**config.mk**
```make
export PLATFORM = sky130hd
export DESIGN_NAME = pvwa_front
export DESIGN_NICKNAME = d
export VERILOG_FILES = /design/src/pvwa_pkg.sv /design/src/pvwa_front.sv
export SDC_FILE = /design/constraint.sdc
export NUM_CORES = 1
export LEC_CHECK = 0
export BUFFER_PORTS_ARGS = -buffer_cell sky130_fd_sc_hd__buf_4
export CORE_MARGIN = 2
export CORE_UTILIZATION = 25
export DETAILED_ROUTE_END_ITERATION = 10
export PLACE_DENSITY = 0.82
export SETUP_SLACK_MARGIN = 0.02
export SYNTH_ARGS = -nofsm -noshare
export SYNTH_HDL_FRONTEND = slang
export SYNTH_SLANG_ARGS = --single-unit
```
**constraint.sdc**
```tcl
create_clock -name vclk -period 2.3
set_input_delay 0.46 -clock vclk [all_inputs]
set_output_delay 0.46 -clock vclk [all_outputs]
set_load 0.02 [all_outputs]
```
**src/pvwa_pkg.sv**
```systemverilog
// shared types and constants for the planar vram window access block
`default_nettype none
package pvwa_pkg;

  // default sizes
  localparam int DEF_PLANE_BYTES       = 32768;
  localparam int DEF_TEXT_BYTES        = 8192;
  localparam int DEF_PAGE_OFFSET_WORDS = 32768;
  localparam int DEF_VRAM_WORDS        = 65536;

  // window map
  localparam logic [15:0] TEXT_BASE = 16'h8000;
  localparam logic [15:0] ADDR_MASK = 16'hFF81;
  localparam logic [15:0] ADDR_PAGE = 16'hFF83;
  localparam logic [15:0] ADDR_R84  = 16'hFF84;
  localparam logic [15:0] ADDR_STAT = 16'hFF86;
  localparam logic [15:0] ADDR_FONT = 16'hFF94;
  localparam logic [15:0] ADDR_ANK  = 16'hFF99;

  // fixed read values
  localparam logic [7:0] RD_UNMAPPED = 8'hFF;
  localparam logic [7:0] RD_PAGE_ON  = 8'h10;
  localparam logic [7:0] RD_STAT     = 8'h10;
  localparam logic [7:0] RD_STAT_VS  = 8'h04;
  localparam logic [7:0] RD_STAT_HS  = 8'h80;
  localparam logic [7:0] RD_FONT     = 8'h80;

  localparam logic OP_READ  = 1'b0;
  localparam logic OP_WRITE = 1'b1;

  typedef enum logic [3:0] {
    K_PLANE,
    K_TEXT,
    K_MASK,
    K_PAGE,
    K_R84,
    K_STAT,
    K_FONT,
    K_ANK,
    K_NONE
  } kind_t;

  // one classified bus access
  typedef struct packed {
    kind_t       kind;
    logic        wr;
    logic [14:0] off;
    logic [7:0]  data;
    logic        vs;
    logic        hs;
  } cmd_t;

endpackage
`default_nettype wire

```
**src/pvwa_front.sv**
```systemverilog
// front end: accepts bus accesses and classifies them by window region
`default_nettype none
module pvwa_front #(
  parameter int PLANE_BYTES = pvwa_pkg::DEF_PLANE_BYTES,
  parameter int TEXT_BYTES  = pvwa_pkg::DEF_TEXT_BYTES
) (
  input  wire logic           in_tvalid,
  output logic                in_tready,
  input  wire logic [31:0]    in_tdata,
  input  wire logic           q_full,
  input  wire logic           busy,
  output logic                push,
  output pvwa_pkg::cmd_t      cmd
);
  import pvwa_pkg::*;

  logic        wr;
  logic [15:0] addr;

  assign wr   = in_tdata[0];
  assign addr = in_tdata[16:1];

  assign in_tready = !q_full && !busy;
  assign push      = in_tvalid && in_tready;

  always_comb begin
    cmd.wr   = wr;
    cmd.off  = addr[14:0];
    cmd.data = in_tdata[24:17];
    cmd.vs   = in_tdata[25];
    cmd.hs   = in_tdata[26];
    priority if ({1'b0, addr} < 17'(PLANE_BYTES)) begin
      cmd.kind = K_PLANE;
    end else if (addr[15] && ({2'b00, addr[14:0]} < 17'(TEXT_BYTES))) begin
      cmd.kind = K_TEXT;
    end else if (addr == ADDR_MASK) begin
      cmd.kind = K_MASK;
    end else if (addr == ADDR_PAGE) begin
      cmd.kind = K_PAGE;
    end else if (addr == ADDR_R84) begin
      cmd.kind = K_R84;
    end else if (addr == ADDR_STAT) begin
      cmd.kind = K_STAT;
    end else if (addr == ADDR_FONT) begin
      cmd.kind = K_FONT;
    end else if (addr == ADDR_ANK) begin
      cmd.kind = K_ANK;
    end else begin
      cmd.kind = K_NONE;
    end
  end

endmodule
`default_nettype wire

```
==> metrics.txt, run 1 <==
status finished clean; hold depth 0; multi-input logic area 170 µm²; boundary pin count 67; num sequential 0; met3 Use GR 0.0302; Syn Std Cell Area around 370 µm²; max-cap violations 0; Synth Area per Inst 6.84 µm²; post-synthesis cell count 54; Yosys top cell area share 0.529; RSZ-0062 raised after global routing no; post-cts sizing count 0; DR vias/cell between 4 and 5; Layout area overhead 33.6%; Tcrit/Tclk final 0.822; vias in the first global route 343; synthesized net count around 90; sequential fraction of the synthesis area 0; antenna violations before repair 0; Comb power frac 1.000; Slew HR 0.773; Syn. warnings 0; met2 global-route usage 0.182; library cells used by synthesis 19; hold crit path type in2out; residual DRC count 0; post-DP HPWL around 770 µm; min-delay src in_tdata[25]; Die X roughly 42 µm; pin count of the biggest net entering global routing 6; antenna cells 0; Worst EP arrival 1430 ps; Core Util, Final 0.370; site row count 13; fraction of final layout cells sized beyond drive strength 1 0.603; routability cong. ~0.71; hold endpoint cmd[1]; FF+latch area 0 µm²; total die area 1800 µm²; worst path required time around 1800 ps; drt total wl 849 µm; DR pass1 iterations 2; grt met1 use 0.0785; total negative slack 0 ps; DR WL/cell 10.2 µm; Post-CTS Setup Bufs 0; initial drt markers 3; Die Height 42.4 µm; Post-synth top cells buf_4 (26), nor2_1 (4), a22oi_1 (3); Sequential Power Share 0; hold_buf cts 0; highest clock rate 529 MHz; Total Nets Final 105; DR vias about 370; clkbuf count 0; Fillers about 150; max-slew violations 0; Worst setup EP type output pin; Total GRT Usage 0.0867; Final setup viols 0; worst vdd ir 0.0833 mV; most common cell in the netlist buf_4; Starting Density 0.277; number of port buffers 40; busiest layer in global routing met2; Final Critical Period about 1900 ps; crit start category input pin; switching share of power 0.492; Tightest Pin Transition between 300 and 400 ps; cell taking the most area after synthesis buf_4; Power Density 202 nW/µm²; first-pass GRT wire length around 1300 µm; final count of hold timing violations 0; GRT overflow 0; ANT nets after route 0; P_leak approximately 0.25 nW; core area approximately 1300 µm²; Crit Path Max Fanout 3; top cells by area, synth buf_4 (53%), a22oi_1 (6.1%), nand3b_1 (4.1%), nor2_1 (4.1%), nor3b_1 (4.1%); switching pwr between 40 and 50 µW; clock power share 0; critical setup path kind in2out; cell-internal power 50.6 µW
==> power by group through the flow <==
stage	clock (mW)	combinational, mW	sequential, mW
floorplan	0	0.0865	0
global placement	0	0.0984	0
detailed placement	0	0.100	0
CTS	0	0.101	0
global route	0	0.107	0
finish	0	0.0994	0
==> routing by layer <==
layer	wire length (µm)	vias to the layer above	part of all wire
li1	-	187	-
met1	274	158	0.32
met2	467	22	0.55
met3	107	0	0.13
met4	0	0	0
met5	0	-	0
==> critical path, stage by stage <==
cell,delay (ps)
buf_4,110
nand4b_1,180
or3_4,400
a21oi_1,120
buf_4,150
==> kinds of logic (layout without fill, tap and decap cells) <==
family,after synthesis,count (layout),synth area share
AO/OA/AOI/OAI,9,9,0.153
XOR/XNOR,1,1,0.0237
AND/OR/NAND/NOR,17,17,0.285
buffers and inverters,27,41,0.539
==> metrics by stage <==
| stage | hold slack [ps] | power (mW) | area, µm² | setup slack [ps] | instances |
|---|---|---|---|---|---|
| after global routing | 920 | 0.107 | 493 | 350 | 83 |
| final | 920 | 0.0994 | 493 | 410 | 83 |
| after detailed placement | 920 | 0.100 | 493 | 406 | 83 |
| after global placement | 920 | 0.0984 | 493 | 396 | 83 |
| after floorplan | 1000 | 0.0865 | 369 | 476 | 54 |
| after CTS | 920 | 0.101 | 493 | 402 | 83 |
==> worst max path at each step <==
stage	to	from	depth (start not counted)	slack [ps]
floorplan	cmd[27]	in_tdata[7]	3	480
global placement	cmd[27]	in_tdata[7]	5	400
detailed placement	cmd[27]	in_tdata[7]	5	410
CTS	cmd[27]	in_tdata[7]	5	400
global route	cmd[28]	in_tdata[7]	5	350
finish	cmd[27]	in_tdata[7]	5	410
==> cell type report <==
cell class | count | share of cell area
Inverter | 1 | 0.00761
Multi-Input combinational cell | 27 | 0.345
Timing Repair Buffer | 40 | 0.609
Tap cell | 15 | 0.0381
==> placed cells by master (no fill, tap or decap), types with 2 or more instances in the layout <==
cell type / netlist / routed
o21ai_0: 2 / 2
a21oi_1: 2 / 2
nor3b_1: 2 / 2
buf_4: 26 / 40
nor2_1: 4 / 4
nand2_1: 2 / 2
nand3b_1: 2 / 2
a22oi_1: 3 / 3
Power figures use the tool's default switching activity.
==> run 2: changes to the inputs <==
--- a/config.mk
+++ b/config.mk
@@ -9,7 +9,7 @@
 export CORE_MARGIN = 2
 export CORE_UTILIZATION = 25
 export DETAILED_ROUTE_END_ITERATION = 10
-export PLACE_DENSITY = 0.82
+export PLACE_DENSITY = 0.85
 export SETUP_SLACK_MARGIN = 0.02
 export SYNTH_ARGS = -nofsm -noshare
 export SYNTH_HDL_FRONTEND = slang
==> constraint.sdc (replaced) <==
create_clock -name vclk -period 1.71
set_input_delay 0.342 -clock vclk [all_inputs]
set_output_delay 0.342 -clock vclk [all_outputs]
set_load 0.02 [all_outputs]
==> run 2 against run 1 <==
Net effect:
- combinational power up 37%
- total power is 37% higher
- largest cell class unchanged
- worst hold slack got worse by 240 ps
- critical path type unchanged
- global-route usage fell by 0.35 points
- non-clock buffer count stayed put
==> metrics.txt, run 2 (synthesis gave the netlist of run 1 again) <==
critical setup path kind in2out; residual DRC count 0; DR vias between 300 and 400; Total Nets Final 105; Core Util, Final 0.381; Total GRT Usage 0.0832; Die X ~42 µm; DR pass1 iterations 2; max-slew violations 0; total negative slack 0 ps; clkbuf count 0; DR WL/cell about 11 µm; slowest CP cell or3_4; CP peak stage delay ~420 ps; Slew HR 0.754; crit-path cells buf_6, nand3b_1, or3_4, nor2_1, buf_4; hold_buf cts 0; total die area between 1500 and 2000 µm²; drt total wl between 800 and 900 µm; worst vdd ir 0.0844 mV; Non-Filler Instances 83; pin count of the biggest net entering global routing 6; routability cong. 0.735; initial drt markers 6; max-cap violations 0; number of port buffers 40; hold slack a little under 700 ps; Starting Density 0.277; Worst path top cell family by delay simple AND/OR/NAND/NOR gates; DP Worst Slack roughly 40 ps; final count of hold timing violations 0; vias in the first global route approximately 300; Tcrit/Tclk final 0.954; Tightest Pin Transition about 370 ps; DR vias/cell approximately 4.4; site row count 13; core area between 1000 and 1500 µm²; crit start category input pin; highest clock rate 613 MHz; CP bufs+invs 2; boundary pin count 67; Crit Path Max Fanout 3; first-pass GRT wire length 1280 µm; num sequential 0; ANT nets after route 0; fraction of final layout cells sized beyond drive strength 1 0.632; setup ws final a little under 80 ps; logic depth of the worst path, buffers included 5; Layout area overhead 37.6%; Power Density around 270 nW/µm²; Final Power roughly 140 µW; RSZ-0062 raised after global routing yes; Fillers 146; GRT overflow 0; fin area a little over 500 µm²; hold crit path type in2out; commonest cells after routing, fill and taps aside buf_4 (38), nor2_1 (4), a22oi_1 (3); Worst setup EP type output pin; antenna violations before repair 0; worst path required time 1370 ps; Placement Cell Area between 400 and 500 µm²; commonest non-fill, non-tap cell in the layout buf_4; FF+latch area 0 µm²; antenna cells 0; Worst EP arrival 1290 ps; placed insts slightly above 80; status finished clean; P_leak 0.249 nW; Die Height around 42 µm; hold depth 0; Final setup viols 0; Final Critical Period 1630 ps; Post-CTS Setup Bufs 0
[run 2: cell counts in the layout (fill, tap and decap cells not counted)]
No cell type changed its count.
[run 2: path summary, 6_finish.rpt]
kind                    startpoint      end  slack, ps
worst max-delay path   in_tdata[6]  cmd[28]         80
worst min-delay path  in_tdata[18]   cmd[3]        680
[run 2: repair_timing]
item	4_1_cts	5_1_grt
setup endpoints to repair	0	3
gates resized for setup	0	4
hold endpoints to repair	0	0
[run 2: area by class of cell]
class / count / area, µm² / share of cell area
Tap cell: 15 / 18.8 / 0.0369
Inverter: 1 / 3.75 / 0.00739
Multi-Input combinational cell: 27 / 178 / 0.350
Timing Repair Buffer: 40 / 308 / 0.606
[run 2: power breakdown]
group | internal, mW | switching, mW | total [mW]
clock | 0 | 0 | 0
combinational | 0.0695 | 0.0669 | 0.136
sequential | 0 | 0 | 0
[run 2: metal layers]
| layer | global-route usage | vias to the layer above | wire length [µm] |
|---|---|---|---|
| met5 | 0 | - | 0 |
| met4 | 0.00625 | 0 | 0 |
| met3 | 0.0216 | 0 | 77 |
| met2 | 0.169 | 20 | 512 |
| met1 | 0.0861 | 160 | 299 |
| li1 | - | 189 | - |
