[config.mk]
export PLATFORM = sky130hd
export DESIGN_NAME = pvwa_queue
export DESIGN_NICKNAME = d
export VERILOG_FILES = /design/src/pvwa_pkg.sv /design/src/pvwa_queue.sv
export SDC_FILE = /design/constraint.sdc
export NUM_CORES = 1
export LEC_CHECK = 0
export ABC_AREA = 1
export BUFFER_PORTS_ARGS = -buffer_cell sky130_fd_sc_hd__clkbuf_2
export CAP_MARGIN = 40
export CORE_MARGIN = 2
export CORE_UTILIZATION = 43
export DETAILED_ROUTE_END_ITERATION = 12
export PLACE_DENSITY = 0.67
export SLEW_MARGIN = 20
export SYNTH_ARGS = -nofsm -noshare
export SYNTH_HDL_FRONTEND = slang
export SYNTH_SLANG_ARGS = --single-unit
[constraint.sdc]
create_clock -name clk -period 5 [get_ports clk]
set_input_delay 0.75 -clock clk [delete_from_list [all_inputs] [get_ports clk]]
set_output_delay 0.75 -clock clk [all_outputs]
set_load 0.02 [all_outputs]
[src/pvwa_pkg.sv]
// shared types and constants for the planar vram window access block
`default_nettype none
package pvwa_pkg;

  // default sizes
  localparam int DEF_PLANE_BYTES       = 32768;
  localparam int DEF_TEXT_BYTES        = 8192;
  localparam int DEF_PAGE_OFFSET_WORDS = 32768;
  localparam int DEF_VRAM_WORDS        = 65536;

  // window map
  localparam logic [15:0] TEXT_BASE = 16'h8000;
  localparam logic [15:0] ADDR_MASK = 16'hFF81;
  localparam logic [15:0] ADDR_PAGE = 16'hFF83;
  localparam logic [15:0] ADDR_R84  = 16'hFF84;
  localparam logic [15:0] ADDR_STAT = 16'hFF86;
  localparam logic [15:0] ADDR_FONT = 16'hFF94;
  localparam logic [15:0] ADDR_ANK  = 16'hFF99;

  // fixed read values
  localparam logic [7:0] RD_UNMAPPED = 8'hFF;
  localparam logic [7:0] RD_PAGE_ON  = 8'h10;
  localparam logic [7:0] RD_STAT     = 8'h10;
  localparam logic [7:0] RD_STAT_VS  = 8'h04;
  localparam logic [7:0] RD_STAT_HS  = 8'h80;
  localparam logic [7:0] RD_FONT     = 8'h80;

  localparam logic OP_READ  = 1'b0;
  localparam logic OP_WRITE = 1'b1;

  typedef enum logic [3:0] {
    K_PLANE,
    K_TEXT,
    K_MASK,
    K_PAGE,
    K_R84,
    K_STAT,
    K_FONT,
    K_ANK,
    K_NONE
  } kind_t;

  // one classified bus access
  typedef struct packed {
    kind_t       kind;
    logic        wr;
    logic [14:0] off;
    logic [7:0]  data;
    logic        vs;
    logic        hs;
  } cmd_t;

endpackage
`default_nettype wire

[src/pvwa_queue.sv]
// two-entry queue of classified accesses between front and back end
`default_nettype none
module pvwa_queue (
  input  wire logic           clk,
  input  wire logic           rst_n,
  input  wire logic           push,
  input  wire pvwa_pkg::cmd_t push_cmd,
  input  wire logic           pop,
  output logic                full,
  output logic                head_vld,
  output pvwa_pkg::cmd_t      head_cmd
);
  import pvwa_pkg::*;

  cmd_t       ent_r [2];
  logic       wptr_r;
  logic       rptr_r;
  logic [1:0] cnt_r;
  logic [1:0] cnt_nxt;

  assign full     = (cnt_r == 2'd2);
  assign head_vld = (cnt_r != 2'd0);
  assign head_cmd = ent_r[rptr_r];

  always_comb begin
    cnt_nxt = cnt_r;
    if (push && !pop) begin
      cnt_nxt = cnt_r + 2'd1;
    end else if (pop && !push) begin
      cnt_nxt = cnt_r - 2'd1;
    end
  end

  always_ff @(posedge clk) begin
    if (!rst_n) begin
      wptr_r <= 1'b0;
      rptr_r <= 1'b0;
      cnt_r  <= 2'd0;
    end else begin
      cnt_r <= cnt_nxt;
      if (push) begin
        wptr_r <= !wptr_r;
      end
      if (pop) begin
        rptr_r <= !rptr_r;
      end
    end
  end

  always_ff @(posedge clk) begin
    if (push) begin
      ent_r[wptr_r] <= push_cmd;
    end
  end

endmodule
`default_nettype wire

==> results.md, run 1 <==
Finish:
- Relative to the synthesized area, the layout overhead comes to 25.8%.
- The multi-input combinational cell area is 556 um^2.
- Across the whole layout, storage elements account for 1900 um^2.
- The count of inserted antenna diode cells is 0.
- The layout cell share with drive strength beyond 1 is 54.3%.
- The finished cells cover 3160 um^2.
- The number of fill cells in the layout is 451.
- The end-of-flow core utilization is 56.7%.
- After the last flow step, the layout net total stands at ~240.

Clock network:
- The clock latency on the worst-skew pair is about 0.32 ns.
- The buffers inserted during post-CTS setup optimization is 0.
- TritonCTS built the clock tree.
- The sink count of the clock tree is 65.
- The clock-pin slew of the registers on the worst-case setup and hold paths is 0.06 ns.
- In this run, post-CTS repair resized a total of 0 instances.
- TritonCTS created 9 clock buffers.
- The hold-fix buffer count after cts is 0.
- The root buffer cell chosen for the clock tree is sky130_fd_sc_hd__clkbuf_8.
- The clock passes through at most 2 buffers.
- In this run the number of H-tree levels came out at 3.

Floorplan:
- The horizontal extent of the die is 80.5 um.
- The overall die area is 6470 um^2.
- The initial cell density of the core is between 40% and 50%.
- The total core area is between 5000 and 6000 um^2.
- The die height is slightly above 80 um.
- For this design the top-level I/O count stands at 66.
- The initialized floorplan defines 27 standard-cell rows.

Hold path:
- The type of the worst min-delay path is register to register.
- The critical hold path startpoint is rptr_r$_SDFFE_PN0P_.

GRT:
- The first global-routing pass estimated 6.61 mm of wire.
- The maximum number of pins on one net before global-route repair is 31.
- met2 is the most crowded layer.
- For this run, the total global-route usage over all layers was measured as approximately 14%.
- The via count of the first global-routing pass was 1418.
- Global routing finished with a remaining overflow of 0.
- For met2 alone, demand over resource in global routing was about 25%.
- For met3 alone, demand over resource in global routing was 5.17%.
- Global routing used around 15% of the available met1 tracks.
- The initial antenna violation count is 0.

Synth:
- The sequential element share of the synthesized area is about three quarters.
- After synthesis, the most frequently instantiated cells are sky130_fd_sc_hd__edfxtp_1, sky130_fd_sc_hd__mux2_4, sky130_fd_sc_hd__nand2_1.
- Counting every net in the synthesized netlist gives 163.
- The number of synthesized flops with an enable pin is 60.
- Dividing the synthesized area by the synthesized cell count gives 19.6 um^2.
- The count of state elements after synthesis is 65.
- The count of different cell masters after synthesis is 12.
- The gate count of the mapped netlist is 128.
- By area the synthesized netlist is led by sky130_fd_sc_hd__edfxtp_1, sky130_fd_sc_hd__mux2_4, sky130_fd_sc_hd__dfxtp_1, sky130_fd_sc_hd__nand2_1, sky130_fd_sc_hd__buf_6.
- The library cell with the largest summed area after synthesis is sky130_fd_sc_hd__edfxtp_1.
- The most frequent cell after synthesis is sky130_fd_sc_hd__edfxtp_1.
- The top cell type by area accounts for 71.7% of the synthesized area.
- For this run, the leading register cell type out of synthesis is sky130_fd_sc_hd__edfxtp_1.
- For this run, asynchronously set or reset flops after synthesis account for 0%.
- The Yosys step of the flow raised 0 warnings.
- The cell area after technology mapping is 2510 um^2.

Setup path:
- STA classifies the critical path startpoint as a register.
- STA puts the critical path data arrival time at 1.70 ns.
- The worst register-to-register path has a depth of 2.
- The peak fanout along the critical path is 18.
- The endpoint of the worst-slack reg-to-reg timing path is ent_r[1][29]$_DFFE_PP_.
- The critical path's largest stage delay is 0.65 ns.
- STA classifies the critical path endpoint as an output pin.
- The critical path's top delay family is flip-flops.
- The critical path runs through a total of 3 cells.
- The worst path required time is 4.25 ns.
- By startpoint and endpoint, the worst setup path is classified as register to output pin.
- The library cell contributing the largest single delay on the critical path is sky130_fd_sc_hd__dfxtp_2.
- The launch point of the worst reg-to-reg path is wptr_r$_SDFFE_PN0P_.
- The signal on the critical path passes through buf_16 > mux2_4 > clkbuf_2.
- The number of buffer and inverter instances along the worst setup path is 2.
- The setup slack of the most critical reg-to-reg path is 3.62 ns.
- The end point of the critical path is head_cmd[11].

Timing:
- The shortest period the worst path allows is 2.45 ns.
- The largest clock skew in the final design is 0.00319 ns.
- Derived from the worst setup path, the maximum achievable clock frequency is 0.407 GHz.
- Setup violations remaining at the end of the flow were counted as 0.
- The transition at the pin with the smallest max-transition slack is 0.650 ns.
- The final cycle utilization of the critical path is between 40% and 50%.
- The max-slew violation total from the final report is 0.
- Setup repair after global routing left no endpoint under its margin.
- Setup total negative slack on the finished layout was measured at 0 ns.
- In this run the tightest slew margin relative to its limit is 56.6%.
- The worst hold margin is 0.521 ns.
- The hold violation total from the final report was 0.

Detailed routing:
- After detailed routing, the number of remaining DRC violations is 0.
- The total number of vias is 1330.
- The routed via count divided by cell count is about 4.8.
- The detailed-route wire length is 4.17 mm.
- Before antenna repair, the detailed router went through 4 iterations.
- The average wire per standard cell is 14.9 um.
- The number of routed nets with antenna violations is 0.
- The starting DRC count in detailed routing is 59.

Power:
- Summed over all cells, the static leakage comes to around 1.3 nW.
- The total design power is 1.25 mW.
- The power per unit of standard cell area is between 300 and 400 nW/um^2.
- The peak supply drop is 0.000205 V.

Flow run:
- The tool flagged a number of max-cap violations equal to 0.

Outcome:
- The flow ran to the end, and the final reports show no timing, DRC or antenna violations.

Placed design:
- The count of port buffers added during placement is 65.
- The total placed instance area is 2930 um^2.
- After legalization and detailed placement, the total HPWL measured between 2 and 3 mm.
- At the end of routability-driven placement, the weighted congestion stood at 0.653.
## metal layers
layer / up-vias / wire, um / share of wire [%]
met2: 50 / 2300 / 55
met4: 0 / 78 / 1.9
li1: 630 / - / -
met1: 640 / 1540 / 37
met5: - / 0 / 0
met3: 10 / 258 / 6.2
## metrics by stage
stage,std cells,worst slack (ns)
4_1_cts,279,2.50
3_3_place_gp,262,2.75
5_1_grt,280,2.45
3_5_place_dp,263,2.86
6_report,280,2.55
2_1_floorplan,128,2.53
## sequential cells by signal, summed over array words and instances (netlist names), named ones only
name and cells:
rptr_r 1, cnt_r 2, wptr_r 1, ent_r 60
## power breakdown
group | internal (mW) | switching, mW
registers | 0.627 | 0.0137
logic | 0.0691 | 0.0803
clock network | 0.277 | 0.182
## kinds of logic (layout without fill, tap and decap cells)
group,count (synthesis),count (layout),synth area share (%)
flops,65,65,75.7
mux,30,30,17.9
buf+inv,11,91,2.54
fa+ha+maj,1,1,0.498
simple gates,19,19,2.99
compound gates,2,2,0.398
## area by class of cell
cell class / instances / share of cell area, %
clock inverter: 6 / 2.61
inverter: 8 / 0.950
timing repair buffer: 67 / 11.8
tap: 72 / 2.85
multi-input combinational: 52 / 17.6
sequential: 65 / 60.2
clock buffer: 10 / 4.04
## layout by cell type, fill, tap and decap left out
cell type / count
sky130_fd_sc_hd__o21ai_0: 1
sky130_fd_sc_hd__buf_12: 1
sky130_fd_sc_hd__clkinv_1: 2
sky130_fd_sc_hd__nand2_1: 9
sky130_fd_sc_hd__clkbuf_2: 65
sky130_fd_sc_hd__a21oi_1: 1
sky130_fd_sc_hd__ha_1: 1
sky130_fd_sc_hd__nor2_1: 7
sky130_fd_sc_hd__bufinv_16: 2
sky130_fd_sc_hd__dfxtp_2: 1
sky130_fd_sc_hd__clkinvlp_4: 2
sky130_fd_sc_hd__edfxtp_1: 60
sky130_fd_sc_hd__buf_16: 1
sky130_fd_sc_hd__inv_2: 1
sky130_fd_sc_hd__mux2_4: 30
sky130_fd_sc_hd__dfxtp_1: 4
sky130_fd_sc_hd__inv_1: 7
sky130_fd_sc_hd__nand3_1: 1
sky130_fd_sc_hd__nand4_1: 1
sky130_fd_sc_hd__clkbuf_8: 9
sky130_fd_sc_hd__clkbuf_1: 1
sky130_fd_sc_hd__nor2_4: 1
## worst register-to-register path, stage by stage (launching register included)
cell                      delay (ns)
sky130_fd_sc_hd__dfxtp_1        0.41
sky130_fd_sc_hd__nand2_1        0.11
sky130_fd_sc_hd__inv_2          0.49
## worst min-delay path by stage
stage,slack [ns],depth (start not counted),end
after global routing,0.56,2,rptr_r$_SDFFE_PN0P_
final,0.52,2,register
after global placement,0.48,2,rptr_r$_SDFFE_PN0P_
after floorplan,0.46,2,register
after detailed placement,0.49,2,register
after CTS,0.52,2,register
(Power assumes the default switching activity.)
==> run 2, diff against run 1 <==
clock period = 2.49 ns   (was 5 ns; I/O delays follow)
==> run 2 against run 1 <==
Via count shrank 1.3%. Core utilization down 0.49 points. Sequential share of layout area up 0.53 points.
==> results.md, run 2 (same netlist as run 1, synthesis figures left out) <==
Outcome:
- The run finished with clean final reports.

Hold path:
- The end point of the worst hold path is ent_r[0][7]$_DFFE_PP_.
- The critical hold path startpoint is push_cmd[7].
- Along the worst hold path, the cell count comes to 1.
- The min-delay analysis places its worst path in the category input port to register.

Timing:
- After layout, the worst path uses about 80% of the clock period.
- The max-slew violation total from the final report is 0.
- The final sum of negative setup slack is 0 ns.
- Setup violations remaining at the end of the flow were counted as 0.
- The hold violation total from the final report came to 0.
- Setup repair after global routing left no endpoint under its margin.
- The shortest period the worst path allows is 2.05 ns.
- The maximum frequency from static timing analysis is 0.487 GHz.
- The worst hold margin is between 0.2 and 0.25 ns.
- The transition at the pin with the smallest max-transition slack is 0.408 ns.
- The worst relative slew slack is 72.8%.
- The clock arrives with 0.00506 ns of skew.

Floorplan:
- The total core area is ~5600 um^2.
- The overall die area is between 6000 and 7000 um^2.
- During I/O placement, the number of pins put on the boundary was 66.
- For this configuration, the core starts out at a cell density of 45.1%.
- The horizontal extent of the die is 80.5 um.
- The die height is 80.5 um.
- The total number of placement rows is 27.

Flow run:
- The number of maximum-capacitance violations is 0.

Placed design:
- At the end of routability-driven placement, the weighted congestion stood at 0.634.
- The number of placed instances with taps included is roughly 270.
- In this run the tool buffered the top-level ports with 65 buffer cells.
- The HPWL after detailed placement is 2.95 mm.
- The total placed instance area is 2930 um^2.

Finish:
- The most frequent standard cell in the layout excluding fill and tap cells is sky130_fd_sc_hd__clkbuf_2.
- The final layout contains 240 nets.
- Counting the fill cells in the layout gives 469.
- The finished cells cover 3130 um^2.
- The count of inserted antenna diode cells is 0.
- Leaving out fill and tap cells, the most frequent cells in the layout are sky130_fd_sc_hd__clkbuf_2, sky130_fd_sc_hd__edfxtp_1, sky130_fd_sc_hd__mux2_4, sky130_fd_sc_hd__nand2_1, sky130_fd_sc_hd__clkbuf_8.
- The post-synthesis to final-layout area growth is 24.7%.
- The register with the most flip-flops in the final layout is ent_r.
- The largest registers in the layout are ent_r x60, cnt_r x2.
- The number of cells in the finished layout apart from fillers is 281.
- The number of flip-flops under the largest register name is 60.
- In the final layout, the share of cells above drive strength 1 is between 50 and 60%.

Clock network:
- The clock drives 65 sinks.
- The clock latency on the worst-skew pair is 0.33 ns.
- The number of gates resized after cts is 0.
- TritonCTS built the clock tree.
- The H-tree was split into 3 levels.
- The maximum buffer depth of the clock tree is 2.
- For this design, the CTS-stage hold fixing added 0 buffers.
- TritonCTS created 9 clock buffers.
- The number of setup buffers added after CTS is 0.
- Clock-pin slew was measured on the worst setup and hold paths at ~0.060 ns.
- The clock tree root buffer cell is sky130_fd_sc_hd__clkbuf_8.

GRT:
- The via count of the first global-routing pass was 1373.
- The initial antenna violation count is 0.
- Global routing consumed, over all layers together, 13.8% of the routing resources.
- The first-pass GRT wire length is 6.29 mm.
- Entering global routing, the biggest net connects 31 pins.
- Global routing finished with a remaining overflow of 0.

Power:
- Net switching is between 20% and 30% of the power.
- The reported net switching power is 544 uW.
- The internal portion of the total power is 1.95 mW.
- The clock share of power is between 30% and 40%.
- The total design power is ~2.5 mW.
- The share of total power dissipated in combinational logic is 11.9%.
- The power per unit of standard cell area is 795 nW/um^2.
- The part of the power in registers is around half.
- For this design the static power due to leakage is 1.32 nW.
- The peak supply drop is 0.000527 V.

Setup path:
- The critical path's largest stage delay is between 0.5 and 0.6 ns.
- The setup check on the worst reg-to-reg path leaves a slack of between 1 and 1.5 ns.
- The number of cell instances on the worst register-to-register path is 3.
- The launch point of the worst reg-to-reg path is wptr_r$_SDFFE_PN0P_.
- The worst setup path is of the register to output pin kind.
- The endpoint of the worst-slack reg-to-reg timing path is ent_r[1][26]$_DFFE_PP_.
- The nature of the critical path endpoint is an output pin.
- The library cell contributing the largest single delay on the critical path is sky130_fd_sc_hd__dfxtp_2.
- The signal arrival time at the worst endpoint is 1.68 ns.
- The worst setup path is launched from a register.
- The worst path required time is 2.12 ns.
- Along the worst path, the maximum fanout reaches 13.
- Walking the worst path, the cells encountered are buf_4 > mux2_4 > clkbuf_2.

Detailed routing:
- For this run, design rule violations remaining after detail routing come to 0.
- The starting DRC count in detailed routing is 50.
- Across all layers, the routed design uses approximately 1300 vias.
- After detailed routing, the number of vias per cell comes to roughly 4.7.
- The detailed-route wire length is 4.20 mm.
- The first detailed-routing pass took 4 iterations.
- The average wire per standard cell is between 10 and 15 um.
- The number of routed nets with antenna violations is 0.
==> run 2: worst max-delay path, delay by kind of cell, from the launching register on <==
kind	cells	cell delay [ns]
buffers and inverters	2	0.46
muxes	1	0.31
DFF	1	0.57
==> run 2: worst max-delay path by stage <==
stage,endpoint,depth (start not counted)
floorplan,ent_r[0][0]$_DFFE_PP_,2
global placement,head_cmd[15],3
detailed placement,head_cmd[27],3
CTS,head_cmd[27],3
global route,head_cmd[29],3
finish,head_cmd[27],3
==> run 2: power by group through the flow <==
| stage | combinational, mW | sequential (mW) | clock [mW] |
|---|---|---|---|
| final | 0.296 | 1.28 | 0.910 |
| after global placement | 0.287 | 1.30 | 0 |
| after CTS | 0.300 | 1.29 | 0.930 |
| after detailed placement | 0.299 | 1.31 | 0 |
| after floorplan | 0.206 | 1.30 | 0 |
| after global routing | 0.318 | 1.29 | 0.976 |
==> run 2: cell type report <==
class,instances,area [um^2],area share (%)
clock buffer,11,131,4.19
multi-input combinational,52,556,17.7
timing repair buffer,69,355,11.3
inverter,8,30.0,0.958
sequential,65,1900,60.7
clock inverter,4,68.8,2.20
tap,72,90.1,2.87
==> run 2: metal layers <==
metal  vias up  part of all wire [%]  track usage [%]  wire, um
li1        630                     -                -         -
met4         0                   2.9             7.97       121
met5         -                     0                0         0
met2        45                    52             23.5      2200
met1       625                    38             14.2      1620
met3        13                   6.2             5.96       261
==> run 2: stage by stage <==
stage	util, %	setup slack (ns)
2_1_floorplan	-	0.393
3_3_place_gp	52.6	0.793
3_5_place_dp	52.6	0.770
4_1_cts	56.2	0.401
5_1_grt	56.2	0.347
6_report	56.2	0.437
